**src/hw/rtl/tcc_pkg.sv**
```systemverilog
// Shared constants, codes and types of the text console cursor control.
package tcc_pkg;

  localparam int COORD_BITS_DEF = 12;
  localparam int CELL_BASE_DEF  = 8;

  localparam int SCREEN_BITS   = 12;
  localparam int COLOR_BITS    = 24;
  localparam int CHAR_BITS     = 8;
  localparam int STREAM_BITS   = 2;
  localparam int SCALE_BITS    = 5;
  localparam int ROWS_BITS     = 8;
  localparam int CFG_IDX_BITS  = 3;
  localparam int CFG_DATA_BITS = 24;

  localparam int SCALE_MAX  = 16;
  localparam int ROWS_MAX   = 255;
  localparam int TAB_SPACES = 4;
  localparam int CNT_BITS   = $clog2(TAB_SPACES);

  localparam logic [CHAR_BITS-1:0] CH_BS    = 8'd8;
  localparam logic [CHAR_BITS-1:0] CH_TAB   = 8'd9;
  localparam logic [CHAR_BITS-1:0] CH_NL    = 8'd10;
  localparam logic [CHAR_BITS-1:0] CH_SPACE = 8'd32;

  localparam logic [STREAM_BITS-1:0] STREAM_OUT = 2'd0;
  localparam logic [STREAM_BITS-1:0] STREAM_ERR = 2'd1;

  localparam logic [COLOR_BITS-1:0] RED_INK = 24'hFF0000;

  localparam logic CMD_DRAW   = 1'b0;
  localparam logic CMD_SCROLL = 1'b1;

  localparam logic [CFG_IDX_BITS-1:0] REG_INK    = 3'd0;
  localparam logic [CFG_IDX_BITS-1:0] REG_PAPER  = 3'd1;
  localparam logic [CFG_IDX_BITS-1:0] REG_SCALE  = 3'd2;
  localparam logic [CFG_IDX_BITS-1:0] REG_WIDTH  = 3'd3;
  localparam logic [CFG_IDX_BITS-1:0] REG_HEIGHT = 3'd4;

  typedef struct packed {
    logic [COLOR_BITS-1:0]  ink_color;
    logic [COLOR_BITS-1:0]  paper_color;
    logic [SCALE_BITS-1:0]  glyph_scale;
    logic [SCREEN_BITS-1:0] screen_width;
    logic [SCREEN_BITS-1:0] screen_height;
  } cfg_t;

  typedef struct packed {
    logic                   command_kind;
    logic [CHAR_BITS-1:0]   glyph_code;
    logic [SCREEN_BITS-1:0] cell_x;
    logic [SCREEN_BITS-1:0] cell_y;
    logic [COLOR_BITS-1:0]  draw_color;
    logic [ROWS_BITS-1:0]   scroll_rows;
    logic                   last;
  } cmd_t;

endpackage

```
**src/hw/rtl/tcc_if.sv**
```systemverilog
// Request channels of the text console cursor control: characters, commands, configuration.
interface tcc_char_if;
  logic       valid;
  logic       ready;
  logic [7:0] char_code;
  logic [1:0] stream_select;

  modport source (output valid, output char_code, output stream_select, input ready);
  modport sink (input valid, input char_code, input stream_select, output ready);
endinterface

interface tcc_cmd_if;
  logic        valid;
  logic        ready;
  logic        command_kind;
  logic [7:0]  glyph_code;
  logic [11:0] cell_x;
  logic [11:0] cell_y;
  logic [23:0] draw_color;
  logic [7:0]  scroll_rows;
  logic        last;

  modport source (output valid, output command_kind, output glyph_code, output cell_x,
                  output cell_y, output draw_color, output scroll_rows, output last,
                  input ready);
  modport sink (input valid, input command_kind, input glyph_code, input cell_x,
                input cell_y, input draw_color, input scroll_rows, input last,
                output ready);
endinterface

interface tcc_cfg_if;
  logic        valid;
  logic        ready;
  logic [2:0]  index;
  logic [23:0] data;

  modport source (output valid, output index, output data, input ready);
  modport sink (input valid, input index, input data, output ready);
endinterface

```
**src/hw/rtl/text_console_cursor_control.sv**
```systemverilog
// Top level of the text console cursor control: registers, sequencer and command output stage.
//
//   channel  modport  carries
//   char_i   sink     char_code, stream_select
//   cmd_o    source   command_kind, glyph_code, cell_x, cell_y, draw_color, scroll_rows, last
//   cfg_i    sink     index, data (always ready)
//
// A glyph passes S_ADV1 to S_ADV3 once taken, a tab does so once per space, a backspace
// passes S_BS_X and from column 0 the divider, and a newline S_NL1 to S_NL3, then S_NL4 or
// a scroll; the cursor arithmetic shares the single adder, and output stalls hold the sequencer.
// A backspace from column 0 below the top row runs a 12-step remainder of screen width by cell size.
// Reset clears the cursor and loads the register defaults. The output register lets the
// next character be taken while the last command still waits.
module text_console_cursor_control #(
  parameter int COORD_BITS = tcc_pkg::COORD_BITS_DEF,
  parameter int CELL_BASE  = tcc_pkg::CELL_BASE_DEF
) (
  input  logic      clk_i,
  input  logic      rst_ni,
  tcc_char_if.sink  char_i,
  tcc_cmd_if.source cmd_o,
  tcc_cfg_if.sink   cfg_i
);
  import tcc_pkg::*;

  cfg_t cfg_q;
  cmd_t cmd_q;
  cmd_t emit_cmd;
  logic out_valid_q;
  logic emit_valid;
  logic emit_ready;

  assign cfg_i.ready = 1'b1;

  always_ff @(posedge clk_i or negedge rst_ni) begin
    if (!rst_ni) begin
      cfg_q.ink_color     <= 24'hFFFFFF;
      cfg_q.paper_color   <= '0;
      cfg_q.glyph_scale   <= SCALE_BITS'(1);
      cfg_q.screen_width  <= SCREEN_BITS'(1024);
      cfg_q.screen_height <= SCREEN_BITS'(768);
    end else if (cfg_i.valid) begin
      case (cfg_i.index)
        REG_INK:    cfg_q.ink_color     <= cfg_i.data[COLOR_BITS-1:0];
        REG_PAPER:  cfg_q.paper_color   <= cfg_i.data[COLOR_BITS-1:0];
        REG_SCALE:  cfg_q.glyph_scale   <= cfg_i.data[SCALE_BITS-1:0];
        REG_WIDTH:  cfg_q.screen_width  <= cfg_i.data[SCREEN_BITS-1:0];
        REG_HEIGHT: cfg_q.screen_height <= cfg_i.data[SCREEN_BITS-1:0];
        default: ;
      endcase
    end
  end

  tcc_seq #(
    .COORD_BITS (COORD_BITS),
    .CELL_BASE  (CELL_BASE)
  ) u_seq (
    .clk_i           (clk_i),
    .rst_ni          (rst_ni),
    .in_valid_i      (char_i.valid),
    .in_ready_o      (char_i.ready),
    .char_code_i     (char_i.char_code),
    .stream_select_i (char_i.stream_select),
    .cfg_i           (cfg_q),
    .emit_valid_o    (emit_valid),
    .emit_ready_i    (emit_ready),
    .emit_o          (emit_cmd)
  );

  assign emit_ready = !out_valid_q || cmd_o.ready;

  always_ff @(posedge clk_i or negedge rst_ni) begin
    if (!rst_ni) begin
      out_valid_q <= 1'b0;
    end else if (emit_valid && emit_ready) begin
      out_valid_q <= 1'b1;
    end else if (cmd_o.ready) begin
      out_valid_q <= 1'b0;
    end
  end

  always_ff @(posedge clk_i) begin
    if (emit_valid && emit_ready) begin
      cmd_q <= emit_cmd;
    end
  end

  assign cmd_o.valid        = out_valid_q;
  assign cmd_o.command_kind = cmd_q.command_kind;
  assign cmd_o.glyph_code   = cmd_q.glyph_code;
  assign cmd_o.cell_x       = cmd_q.cell_x;
  assign cmd_o.cell_y       = cmd_q.cell_y;
  assign cmd_o.draw_color   = cmd_q.draw_color;
  assign cmd_o.scroll_rows  = cmd_q.scroll_rows;
  assign cmd_o.last         = cmd_q.last;

`ifndef SYNTHESIS
  a_ready_no_emit: assert property (@(posedge clk_i) disable iff (!rst_ni)
    char_i.ready |-> !emit_valid)
    else $error("character request taken while a command is pending");

  a_emit_held: assert property (@(posedge clk_i) disable iff (!rst_ni)
    emit_valid && !emit_ready |=> emit_valid)
    else $error("pending command dropped under stall");

  a_scroll_rows: assert property (@(posedge clk_i) disable iff (!rst_ni)
    cmd_o.valid && (cmd_o.command_kind == CMD_SCROLL) |-> (cmd_o.scroll_rows != '0))
    else $error("scroll request with zero rows");
`endif

endmodule

```
**src/hw/rtl/tcc_addsub.sv**
```systemverilog
// Shared adder/subtractor of the cursor sequencer, with carry out (no borrow).
module tcc_addsub #(
  parameter int Width = 14
) (
  input  logic [Width-1:0] a_i,
  input  logic [Width-1:0] b_i,
  input  logic             sub_i,
  output logic [Width-1:0] sum_o,
  output logic             carry_o
);

  logic [Width-1:0] b_op;

  assign b_op = sub_i ? ~b_i : b_i;
  assign {carry_o, sum_o} = {1'b0, a_i} + {1'b0, b_op} + {{Width{1'b0}}, sub_i};

endmodule

```
**src/hw/rtl/tcc_seq.sv**
```systemverilog
// Cursor sequencer: steps each character through the shared adder and emits commands.
module tcc_seq #(
  parameter int COORD_BITS = 12,
  parameter int CELL_BASE  = 8
) (
  input  logic                           clk_i,
  input  logic                           rst_ni,
  input  logic                           in_valid_i,
  output logic                           in_ready_o,
  input  logic [tcc_pkg::CHAR_BITS-1:0]   char_code_i,
  input  logic [tcc_pkg::STREAM_BITS-1:0] stream_select_i,
  input  tcc_pkg::cfg_t                   cfg_i,
  output logic                           emit_valid_o,
  input  logic                           emit_ready_i,
  output tcc_pkg::cmd_t                   emit_o
);
  import tcc_pkg::*;

  localparam int AW       = (COORD_BITS > SCREEN_BITS ? COORD_BITS : SCREEN_BITS) + 2;
  localparam int CELL_W   = $clog2(CELL_BASE * SCALE_MAX + 1);
  localparam int DIV_BITS = $clog2(SCREEN_BITS);

  localparam logic [3:0] S_IDLE    = 4'd0;
  localparam logic [3:0] S_ADV1    = 4'd1;
  localparam logic [3:0] S_ADV2    = 4'd2;
  localparam logic [3:0] S_ADV3    = 4'd3;
  localparam logic [3:0] S_NL1     = 4'd4;
  localparam logic [3:0] S_NL2     = 4'd5;
  localparam logic [3:0] S_NL3     = 4'd6;
  localparam logic [3:0] S_NL4     = 4'd7;
  localparam logic [3:0] S_DRAW    = 4'd8;
  localparam logic [3:0] S_SCRL    = 4'd9;
  localparam logic [3:0] S_BS_X    = 4'd10;
  localparam logic [3:0] S_DIV     = 4'd11;
  localparam logic [3:0] S_BS_SUB  = 4'd12;
  localparam logic [3:0] S_BS_WRAP = 4'd13;
  localparam logic [3:0] S_BS_Y    = 4'd14;
  localparam logic [3:0] S_BS_END  = 4'd15;

  logic [3:0]            state_q, state_d;
  logic [COORD_BITS-1:0] x_q, x_d, y_q, y_d;
  logic [COORD_BITS-1:0] dx_q, dx_d, dy_q, dy_d;
  logic [CNT_BITS-1:0]   cnt_q, cnt_d;
  logic                  scroll_q, scroll_d;
  logic                  nl_only_q, nl_only_d;
  logic [AW-1:0]         t_q, t_d, rem_q, rem_d;
  logic [DIV_BITS-1:0]   div_q, div_d;
  logic [CHAR_BITS-1:0]  glyph_q, glyph_d;
  logic [COLOR_BITS-1:0] ink_q, ink_d;

  logic [SCALE_BITS-1:0] scale_eff;
  logic [CELL_W-1:0]     cell_sz;
  logic [ROWS_BITS-1:0]  rows;
  logic [AW-1:0]         cell_w, sw_w, sh_w, rem_sh;
  logic [DIV_BITS-1:0]   bit_idx;
  logic [AW-1:0]         op_a, op_b, sum;
  logic                  op_sub, carry;

  always_comb begin
    if (cfg_i.glyph_scale == '0) begin
      scale_eff = SCALE_BITS'(1);
    end else if (cfg_i.glyph_scale > SCALE_BITS'(SCALE_MAX)) begin
      scale_eff = SCALE_BITS'(SCALE_MAX);
    end else begin
      scale_eff = cfg_i.glyph_scale;
    end
  end

  assign cell_sz = CELL_W'(scale_eff) * CELL_W'(CELL_BASE);
  assign cell_w  = AW'(cell_sz);
  assign rows    = (cell_w > AW'(ROWS_MAX)) ? ROWS_BITS'(ROWS_MAX) : ROWS_BITS'(cell_sz);
  assign sw_w    = AW'(cfg_i.screen_width);
  assign sh_w    = AW'(cfg_i.screen_height);
  assign bit_idx = DIV_BITS'(SCREEN_BITS - 1) - div_q;
  assign rem_sh  = {rem_q[AW-2:0], cfg_i.screen_width[bit_idx]};

  tcc_addsub #(.Width(AW)) u_addsub (
    .a_i     (op_a),
    .b_i     (op_b),
    .sub_i   (op_sub),
    .sum_o   (sum),
    .carry_o (carry)
  );

  assign in_ready_o = (state_q == S_IDLE);

  always_comb begin
    state_d   = state_q;
    x_d       = x_q;
    y_d       = y_q;
    dx_d      = dx_q;
    dy_d      = dy_q;
    cnt_d     = cnt_q;
    scroll_d  = scroll_q;
    nl_only_d = nl_only_q;
    t_d       = t_q;
    rem_d     = rem_q;
    div_d     = div_q;
    glyph_d   = glyph_q;
    ink_d     = ink_q;
    op_a      = '0;
    op_b      = '0;
    op_sub    = 1'b0;

    emit_valid_o        = 1'b0;
    emit_o.command_kind = CMD_DRAW;
    emit_o.glyph_code   = glyph_q;
    emit_o.cell_x       = SCREEN_BITS'(dx_q);
    emit_o.cell_y       = SCREEN_BITS'(dy_q);
    emit_o.draw_color   = ink_q;
    emit_o.scroll_rows  = '0;
    emit_o.last         = (cnt_q == '0) && !scroll_q;

    case (state_q)
      S_IDLE: begin
        if (in_valid_i && (stream_select_i inside {STREAM_OUT, STREAM_ERR})) begin
          ink_d     = (stream_select_i == STREAM_OUT) ? cfg_i.ink_color : RED_INK;
          glyph_d   = char_code_i;
          dx_d      = x_q;
          dy_d      = y_q;
          cnt_d     = '0;
          scroll_d  = 1'b0;
          nl_only_d = 1'b0;
          case (char_code_i)
            CH_TAB: begin
              glyph_d = CH_SPACE;
              cnt_d   = CNT_BITS'(TAB_SPACES - 1);
              state_d = S_ADV1;
            end
            CH_BS: begin
              glyph_d = CH_SPACE;
              state_d = S_BS_X;
            end
            CH_NL: begin
              nl_only_d = 1'b1;
              x_d       = '0;
              state_d   = S_NL1;
            end
            default: state_d = S_ADV1;
          endcase
        end
      end
      S_ADV1: begin
        op_a    = AW'(x_q);
        op_b    = cell_w;
        x_d     = sum[COORD_BITS-1:0];
        state_d = S_ADV2;
      end
      S_ADV2: begin
        op_a    = AW'(x_q);
        op_b    = cell_w;
        t_d     = sum;
        state_d = S_ADV3;
      end
      S_ADV3: begin
        op_a   = sw_w;
        op_b   = t_q;
        op_sub = 1'b1;
        if (!carry) begin
          x_d     = '0;
          state_d = S_NL1;
        end else begin
          state_d = S_DRAW;
        end
      end
      S_NL1: begin
        op_a    = AW'(y_q);
        op_b    = cell_w;
        t_d     = sum;
        state_d = S_NL2;
      end
      S_NL2: begin
        op_a    = t_q;
        op_b    = cell_w;
        t_d     = sum;
        state_d = S_NL3;
      end
      S_NL3: begin
        op_a   = t_q;
        op_b   = sh_w;
        op_sub = 1'b1;
        if (carry) begin
          scroll_d = 1'b1;
          state_d  = nl_only_q ? S_SCRL : S_DRAW;
        end else begin
          state_d = S_NL4;
        end
      end
      S_NL4: begin
        op_a    = AW'(y_q);
        op_b    = cell_w;
        y_d     = sum[COORD_BITS-1:0];
        state_d = nl_only_q ? S_IDLE : S_DRAW;
      end
      S_DRAW: begin
        emit_valid_o = 1'b1;
        if (emit_ready_i) begin
          if (scroll_q) begin
            state_d = S_SCRL;
          end else if (cnt_q != '0) begin
            cnt_d   = cnt_q - CNT_BITS'(1);
            dx_d    = x_q;
            dy_d    = y_q;
            state_d = S_ADV1;
          end else begin
            state_d = S_IDLE;
          end
        end
      end
      S_SCRL: begin
        emit_valid_o        = 1'b1;
        emit_o.command_kind = CMD_SCROLL;
        emit_o.glyph_code   = '0;
        emit_o.cell_x       = '0;
        emit_o.cell_y       = '0;
        emit_o.draw_color   = cfg_i.paper_color;
        emit_o.scroll_rows  = rows;
        emit_o.last         = (cnt_q == '0);
        if (emit_ready_i) begin
          scroll_d = 1'b0;
          if (cnt_q != '0) begin
            cnt_d   = cnt_q - CNT_BITS'(1);
            dx_d    = x_q;
            dy_d    = y_q;
            state_d = S_ADV1;
          end else begin
            state_d = S_IDLE;
          end
        end
      end
      S_BS_X: begin
        op_a   = AW'(x_q);
        op_b   = cell_w;
        op_sub = 1'b1;
        if (x_q != '0) begin
          x_d     = carry ? sum[COORD_BITS-1:0] : '0;
          state_d = S_BS_END;
        end else if (y_q != '0) begin
          rem_d   = '0;
          div_d   = '0;
          state_d = S_DIV;
        end else begin
          state_d = S_BS_END;
        end
      end
      // remainder of screen width by cell size, one bit a cycle
      S_DIV: begin
        op_a   = rem_sh;
        op_b   = cell_w;
        op_sub = 1'b1;
        rem_d  = carry ? sum : rem_sh;
        div_d  = div_q + DIV_BITS'(1);
        if (div_q == DIV_BITS'(SCREEN_BITS - 1)) begin
          state_d = S_BS_SUB;
        end
      end
      S_BS_SUB: begin
        op_a    = sw_w;
        op_b    = rem_q;
        op_sub  = 1'b1;
        t_d     = sum;
        state_d = S_BS_WRAP;
      end
      S_BS_WRAP: begin
        op_a    = t_q;
        op_b    = cell_w;
        op_sub  = 1'b1;
        x_d     = carry ? sum[COORD_BITS-1:0] : '0;
        state_d = S_BS_Y;
      end
      S_BS_Y: begin
        op_a    = AW'(y_q);
        op_b    = cell_w;
        op_sub  = 1'b1;
        y_d     = carry ? sum[COORD_BITS-1:0] : '0;
        state_d = S_BS_END;
      end
      S_BS_END: begin
        dx_d    = x_q;
        dy_d    = y_q;
        state_d = S_DRAW;
      end
      default: state_d = S_IDLE;
    endcase
  end

  always_ff @(posedge clk_i or negedge rst_ni) begin
    if (!rst_ni) begin
      state_q   <= S_IDLE;
      x_q       <= '0;
      y_q       <= '0;
      cnt_q     <= '0;
      scroll_q  <= 1'b0;
      nl_only_q <= 1'b0;
    end else begin
      state_q   <= state_d;
      x_q       <= x_d;
      y_q       <= y_d;
      cnt_q     <= cnt_d;
      scroll_q  <= scroll_d;
      nl_only_q <= nl_only_d;
    end
  end

  always_ff @(posedge clk_i) begin
    dx_q    <= dx_d;
    dy_q    <= dy_d;
    t_q     <= t_d;
    rem_q   <= rem_d;
    div_q   <= div_d;
    glyph_q <= glyph_d;
    ink_q   <= ink_d;
  end

endmodule

```
**src/flat_wrapper.sv**
```systemverilog
// flat-port wrapper written by rule: the top's interface ports become plain ports
module text_console_cursor_control_flat import tcc_pkg::*;
#(
  parameter int COORD_BITS = tcc_pkg::COORD_BITS_DEF,
  parameter int CELL_BASE  = tcc_pkg::CELL_BASE_DEF
)
  (clk_i, rst_ni, char_i_valid, char_i_char_code, char_i_stream_select, char_i_ready, cmd_o_valid, cmd_o_command_kind, cmd_o_glyph_code, cmd_o_cell_x, cmd_o_cell_y, cmd_o_draw_color, cmd_o_scroll_rows, cmd_o_last, cmd_o_ready, cfg_i_valid, cfg_i_index, cfg_i_data, cfg_i_ready);
  tcc_char_if char_i_i ();
  tcc_cmd_if cmd_o_i ();
  tcc_cfg_if cfg_i_i ();
  input  logic clk_i;
  input  logic rst_ni;
  input wire logic [$bits(char_i_i.valid)-1:0] char_i_valid;
  input wire logic [$bits(char_i_i.char_code)-1:0] char_i_char_code;
  input wire logic [$bits(char_i_i.stream_select)-1:0] char_i_stream_select;
  output wire logic [$bits(char_i_i.ready)-1:0] char_i_ready;
  output wire logic [$bits(cmd_o_i.valid)-1:0] cmd_o_valid;
  output wire logic [$bits(cmd_o_i.command_kind)-1:0] cmd_o_command_kind;
  output wire logic [$bits(cmd_o_i.glyph_code)-1:0] cmd_o_glyph_code;
  output wire logic [$bits(cmd_o_i.cell_x)-1:0] cmd_o_cell_x;
  output wire logic [$bits(cmd_o_i.cell_y)-1:0] cmd_o_cell_y;
  output wire logic [$bits(cmd_o_i.draw_color)-1:0] cmd_o_draw_color;
  output wire logic [$bits(cmd_o_i.scroll_rows)-1:0] cmd_o_scroll_rows;
  output wire logic [$bits(cmd_o_i.last)-1:0] cmd_o_last;
  input wire logic [$bits(cmd_o_i.ready)-1:0] cmd_o_ready;
  input wire logic [$bits(cfg_i_i.valid)-1:0] cfg_i_valid;
  input wire logic [$bits(cfg_i_i.index)-1:0] cfg_i_index;
  input wire logic [$bits(cfg_i_i.data)-1:0] cfg_i_data;
  output wire logic [$bits(cfg_i_i.ready)-1:0] cfg_i_ready;
  assign char_i_i.valid = char_i_valid;
  assign char_i_i.char_code = char_i_char_code;
  assign char_i_i.stream_select = char_i_stream_select;
  assign char_i_ready = char_i_i.ready;
  assign cmd_o_valid = cmd_o_i.valid;
  assign cmd_o_command_kind = cmd_o_i.command_kind;
  assign cmd_o_glyph_code = cmd_o_i.glyph_code;
  assign cmd_o_cell_x = cmd_o_i.cell_x;
  assign cmd_o_cell_y = cmd_o_i.cell_y;
  assign cmd_o_draw_color = cmd_o_i.draw_color;
  assign cmd_o_scroll_rows = cmd_o_i.scroll_rows;
  assign cmd_o_last = cmd_o_i.last;
  assign cmd_o_i.ready = cmd_o_ready;
  assign cfg_i_i.valid = cfg_i_valid;
  assign cfg_i_i.index = cfg_i_index;
  assign cfg_i_i.data = cfg_i_data;
  assign cfg_i_ready = cfg_i_i.ready;
  text_console_cursor_control #(.COORD_BITS(COORD_BITS), .CELL_BASE(CELL_BASE)) u_core (.clk_i(clk_i), .rst_ni(rst_ni), .char_i(char_i_i), .cmd_o(cmd_o_i), .cfg_i(cfg_i_i));
endmodule
```
**config.mk**
```make
export PLATFORM = sky130hd
export DESIGN_NAME = text_console_cursor_control_flat
export DESIGN_NICKNAME = d
export VERILOG_FILES = /design/src/hw/rtl/tcc_pkg.sv /design/src/hw/rtl/tcc_if.sv /design/src/hw/rtl/text_console_cursor_control.sv /design/src/hw/rtl/tcc_addsub.sv /design/src/hw/rtl/tcc_seq.sv /design/src/flat_wrapper.sv
export SDC_FILE = /design/constraint.sdc
export NUM_CORES = 1
export LEC_CHECK = 0
export BUFFER_PORTS_ARGS = -buffer_cell sky130_fd_sc_hd__buf_2
export CAP_MARGIN = 10
export CORE_UTILIZATION = 54
export DETAILED_ROUTE_END_ITERATION = 8
export PLACE_DENSITY = 0.81
export SLEW_MARGIN = 0
export SYNTH_ARGS = -nofsm -noshare
export SYNTH_HDL_FRONTEND = slang
export SYNTH_SLANG_ARGS = --single-unit
```
**constraint.sdc**
```tcl
create_clock -name clk_i -period 4.2 [get_ports clk_i]
set_clock_uncertainty 0.2 [all_clocks]
set_input_delay 0.84 -clock clk_i [delete_from_list [all_inputs] [get_ports clk_i]]
set_output_delay 0.84 -clock clk_i [all_outputs]
set_load 0.02 [all_outputs]
```
==> metrics.csv <==
stage;metric;value;unit
run_status;status;completed;
synthesis;Main synth FF type;edfxtp_1;
timing;max frequency;246.6;MHz
placed_design;port bufs;106;
worst_setup_path;r2r endpoint;u_core.u_seq.rem_q[13];
clocking;clock tree sinks;261;
power;Seq pwr share;0.345;
worst_setup_path;reg2reg start;u_core.u_seq.state_q[0];
worst_setup_path;r2r setup slk;0.15;ns
floorplanning;row cnt;53;
worst_setup_path;CP Class;flip-flop to flip-flop;
final_layout;ant diodes;0;
synthesis;ranking of synthesized cells by area;edfxtp_1, dfrtp_1, mux2_2;
worst_setup_path;Worst EP required;4.40;ns
synthesis;most common cell in the netlist;nand2_1;
routing;DRT antenna net count;0;
synthesis;warnings from Yosys;0;
clocking;Clock Latency Late Sink;0.56;ns
synthesis;synthesized area per cell;12.11;um2
timing;Final setup viols;0;
power;maximum VDD drop;0.4714;mV
worst_setup_path;crit path DAT;4.25;ns
routing;WL per Instance;20.37;um
global_routing;first-pass GRT wire length;45460;um
synthesis;FFs w/ async S/R, synth;0.4215;
floorplanning;Die ar.;22560;um2
clocking;Num CTS Buffers;27;
floorplanning;Die Ht;150.2;um
floorplanning;# IOs;111;
timing;Slew @ Worst Pin;1.074;ns
synthesis;EDFF count, synth;151;
routing;final WL;29210;um
global_routing;total gr overflow;0;
routing;routed vias/inst;6.015;
power;pwr dens;879.0;nW/um2
clocking;CTS root buf;clkbuf_16;
routing;DR iter-0 viols;807;
power;Net Switching;5.007;mW
flow_run;Max Cap Viol;0;
routing;drc violations;0;
clocking;Post-CTS Hold Buffers;0;
worst_setup_path;Worst setup startpoint;u_core.u_seq.state_q[0];
power;Pint;7.421;mW
global_routing;number of global-route vias before repair;8439;
worst_setup_path;Critical Path Fanout Max;9;
synthesis;area leader, netlist;edfxtp_1;
floorplanning;initial core utilization;0.5572;
global_routing;Tot GR Track Use;0.2636;
power;Logic pwr share;0.469;
hold_path;HP Class;primary input to async pin;
clocking;CTS tree;done;
clocking;H-tree levels;1;
synthesis;Syn Inst Count;979;
timing;setup TNS;0;ns
placed_design;Placer Congestion;0.9970;
worst_setup_path;Critical Path Source Type;flip-flop;
floorplanning;Core Region;21290;um2
final_layout;Finished Layout Cells;1434;
synthesis;Distinct cells, synth;70;
timing;min Tclk post-route;4.055;ns
worst_setup_path;CP endpoint kind;flip-flop;
power;Pleak;5.802;nW
placed_design;post-detail-place hpwl;20540;um
final_layout;layout cells sized above 1;0.3167;
final_layout;final core utilization;0.6642;
worst_setup_path;CP Capture Point;u_core.u_seq.rem_q[13];
clocking;Bufs on Longest Clock Path;3;
synthesis;area share of the largest cell type after synthesis;0.3823;
timing;RSZ-0062 raised after global routing;false;
clocking;Worst-path clk slew;0.06;ns
routing;Via Count;8626;
global_routing;initial antenna violation count;0;
timing;Final Max Tran Viols;0;
synthesis;Post-Syn Area;11860;um2
routing;Pre-Repair DR Iteration Count;6;
worst_setup_path;Worst Reg-to-Reg Cells;14;
final_layout;final net count;1197;
timing;Period Utilization, post-route;0.9655;
global_routing;largest net degree at the start of global routing;84;
timing;worst relative slew slack;0.2837;
placed_design;Cells after DPL;1379;
synthesis;Seq cells post-synth;261;
final_layout;P&R area growth vs syn;19.21;%
power;clock share of power;0.186;
synthesis;synth cell count leaders;nand2_1, edfxtp_1, dfrtp_1;
synthesis;post-synthesis sequential area ratio;0.6174;
power;switching part of the total;0.4029;
timing;Fin. Hold Viols;0;
floorplanning;Die X;150.2;um
power by group through the flow:
stage               Combinational [mW]  Clock (mW)  Sequential [mW]
floorplan                         3.20           0             4.36
global placement                  5.44           0             4.28
detailed placement                5.49           0             4.32
CTS                               5.52        2.34             4.27
global route                      6.27        2.44             4.36
finish                            5.83        2.31             4.29
area by class of cell:
type                    instances  area [um2]
repair buffers                183        1162
clock inverters                16       131.4
flip-flops and latches        261        7327
multi-input cells             644        4359
inverters                      21       82.58
fillers                      1471        7148
clock buffers                  34       732.0
well taps                     275       344.1
worst min path at each step:
stage,startpoint,end,slack [ns],cells past startpoint
floorplan,u_core.u_seq.cnt_q[0],u_core.u_seq.cnt_q[0],0.25,1
global placement,u_core.u_seq.cnt_q[0],u_core.u_seq.cnt_q[0],0.27,1
detailed placement,u_core.u_seq.cnt_q[0],u_core.u_seq.cnt_q[0],0.28,1
CTS,char_i_char_code[2],u_core.u_seq.glyph_q[2],0.27,1
global route,char_i_char_code[2],u_core.u_seq.glyph_q[2],0.27,1
finish,rst_ni,u_core.cfg_q[48],0.28,1
cell usage in the layout, fill, tap and decap left out, drive strengths merged, types with 8 or more instances in the layout:
master	instances
edfxtp	151
clkinv	10
nor2	46
dfstp	28
dfrtp	82
a211oi	10
and3	8
nand2	164
o21ai	32
nor2b	9
clkbuf	34
ha	16
inv	22
a22oi	8
nor3	13
buf	183
nand3	21
and2	51
mux2	77
xnor2	9
a21oi	34
or3	11
a22o	29
a222oi	10
layer usage:
layer	vias to the layer above	part of all wire	wire length, um	track usage
met1	4237	0.40	11800	0.3575
li1	3902	-	-	-
met4	0	0.031	906	0.08788
met5	-	0	0	0
met3	66	0.077	2235	0.04303
met2	421	0.49	14270	0.4329
worst max-delay path, stage by stage, from the launching register on:
cell and delay, ns:
dfrtp_2 0.45, inv_1 0.21, nor2_1 0.09, o21a_1 0.26, buf_4 0.19, a222oi_1 0.49, nand3_1 0.22, ha_4 0.34
nand2_1 0.10, nor2_1 0.17, and3_1 0.18, o211ai_1 0.17, a31o_2 0.31, or4_1 0.41, o211ai_1 0.11
registers in the layout, indices dropped and copies added, names as in the netlist, 4 cells and up:
name                      count
u_core.u_seq.dx_q            12
u_core.u_seq.dy_q            12
u_core.u_seq.y_q             12
u_core.cfg_q                 77
u_core.u_seq.ink_q           24
u_core.cmd_o.draw_color      24
u_core.cmd_o.glyph_code       8
u_core.cmd_o.cell_x          12
u_core.cmd_o.cell_y          12
u_core.u_seq.t_q             14
u_core.u_seq.rem_q           14
u_core.u_seq.x_q             12
u_core.u_seq.div_q            4
u_core.u_seq.state_q          4
u_core.u_seq.glyph_q          8
u_core.cmd_o.scroll_rows      5
logic make-up after synthesis:
group	count (synthesis)	synth area share
DFF	261	0.6174
xor gates and xnor gates	13	0.009600
other	2	0.0006332
adders and majority gates	17	0.01857
muxes	81	0.07965
AOI/OAI and AO/OA	178	0.1073
and+or+nand+nor	351	0.1407
buffers and inverters	76	0.02616
metrics by stage:
step | hold slack (ns) | instance area [um2] | setup WS, ns | power, mW
after global placement | 0.2658 | 13110 | 0.08525 | 9.720
after global routing | 0.2701 | 14140 | 0.01001 | 13.07
after floorplan | 0.2480 | 11870 | 0.02804 | 7.560
after CTS | 0.2685 | 13970 | 0.02662 | 12.13
after detailed placement | 0.2778 | 13110 | 0.08181 | 9.801
final | 0.2835 | 14140 | 0.1451 | 12.43
what timing repair did:
| action | in CTS | in global routing |
|---|---|---|
| resized for setup | 0 | 31 |
| setup buffers | 0 | 4 |
| setup endpoints to repair | 0 | 47 |
No activity file was read; power rests on OpenSTA's default activity.
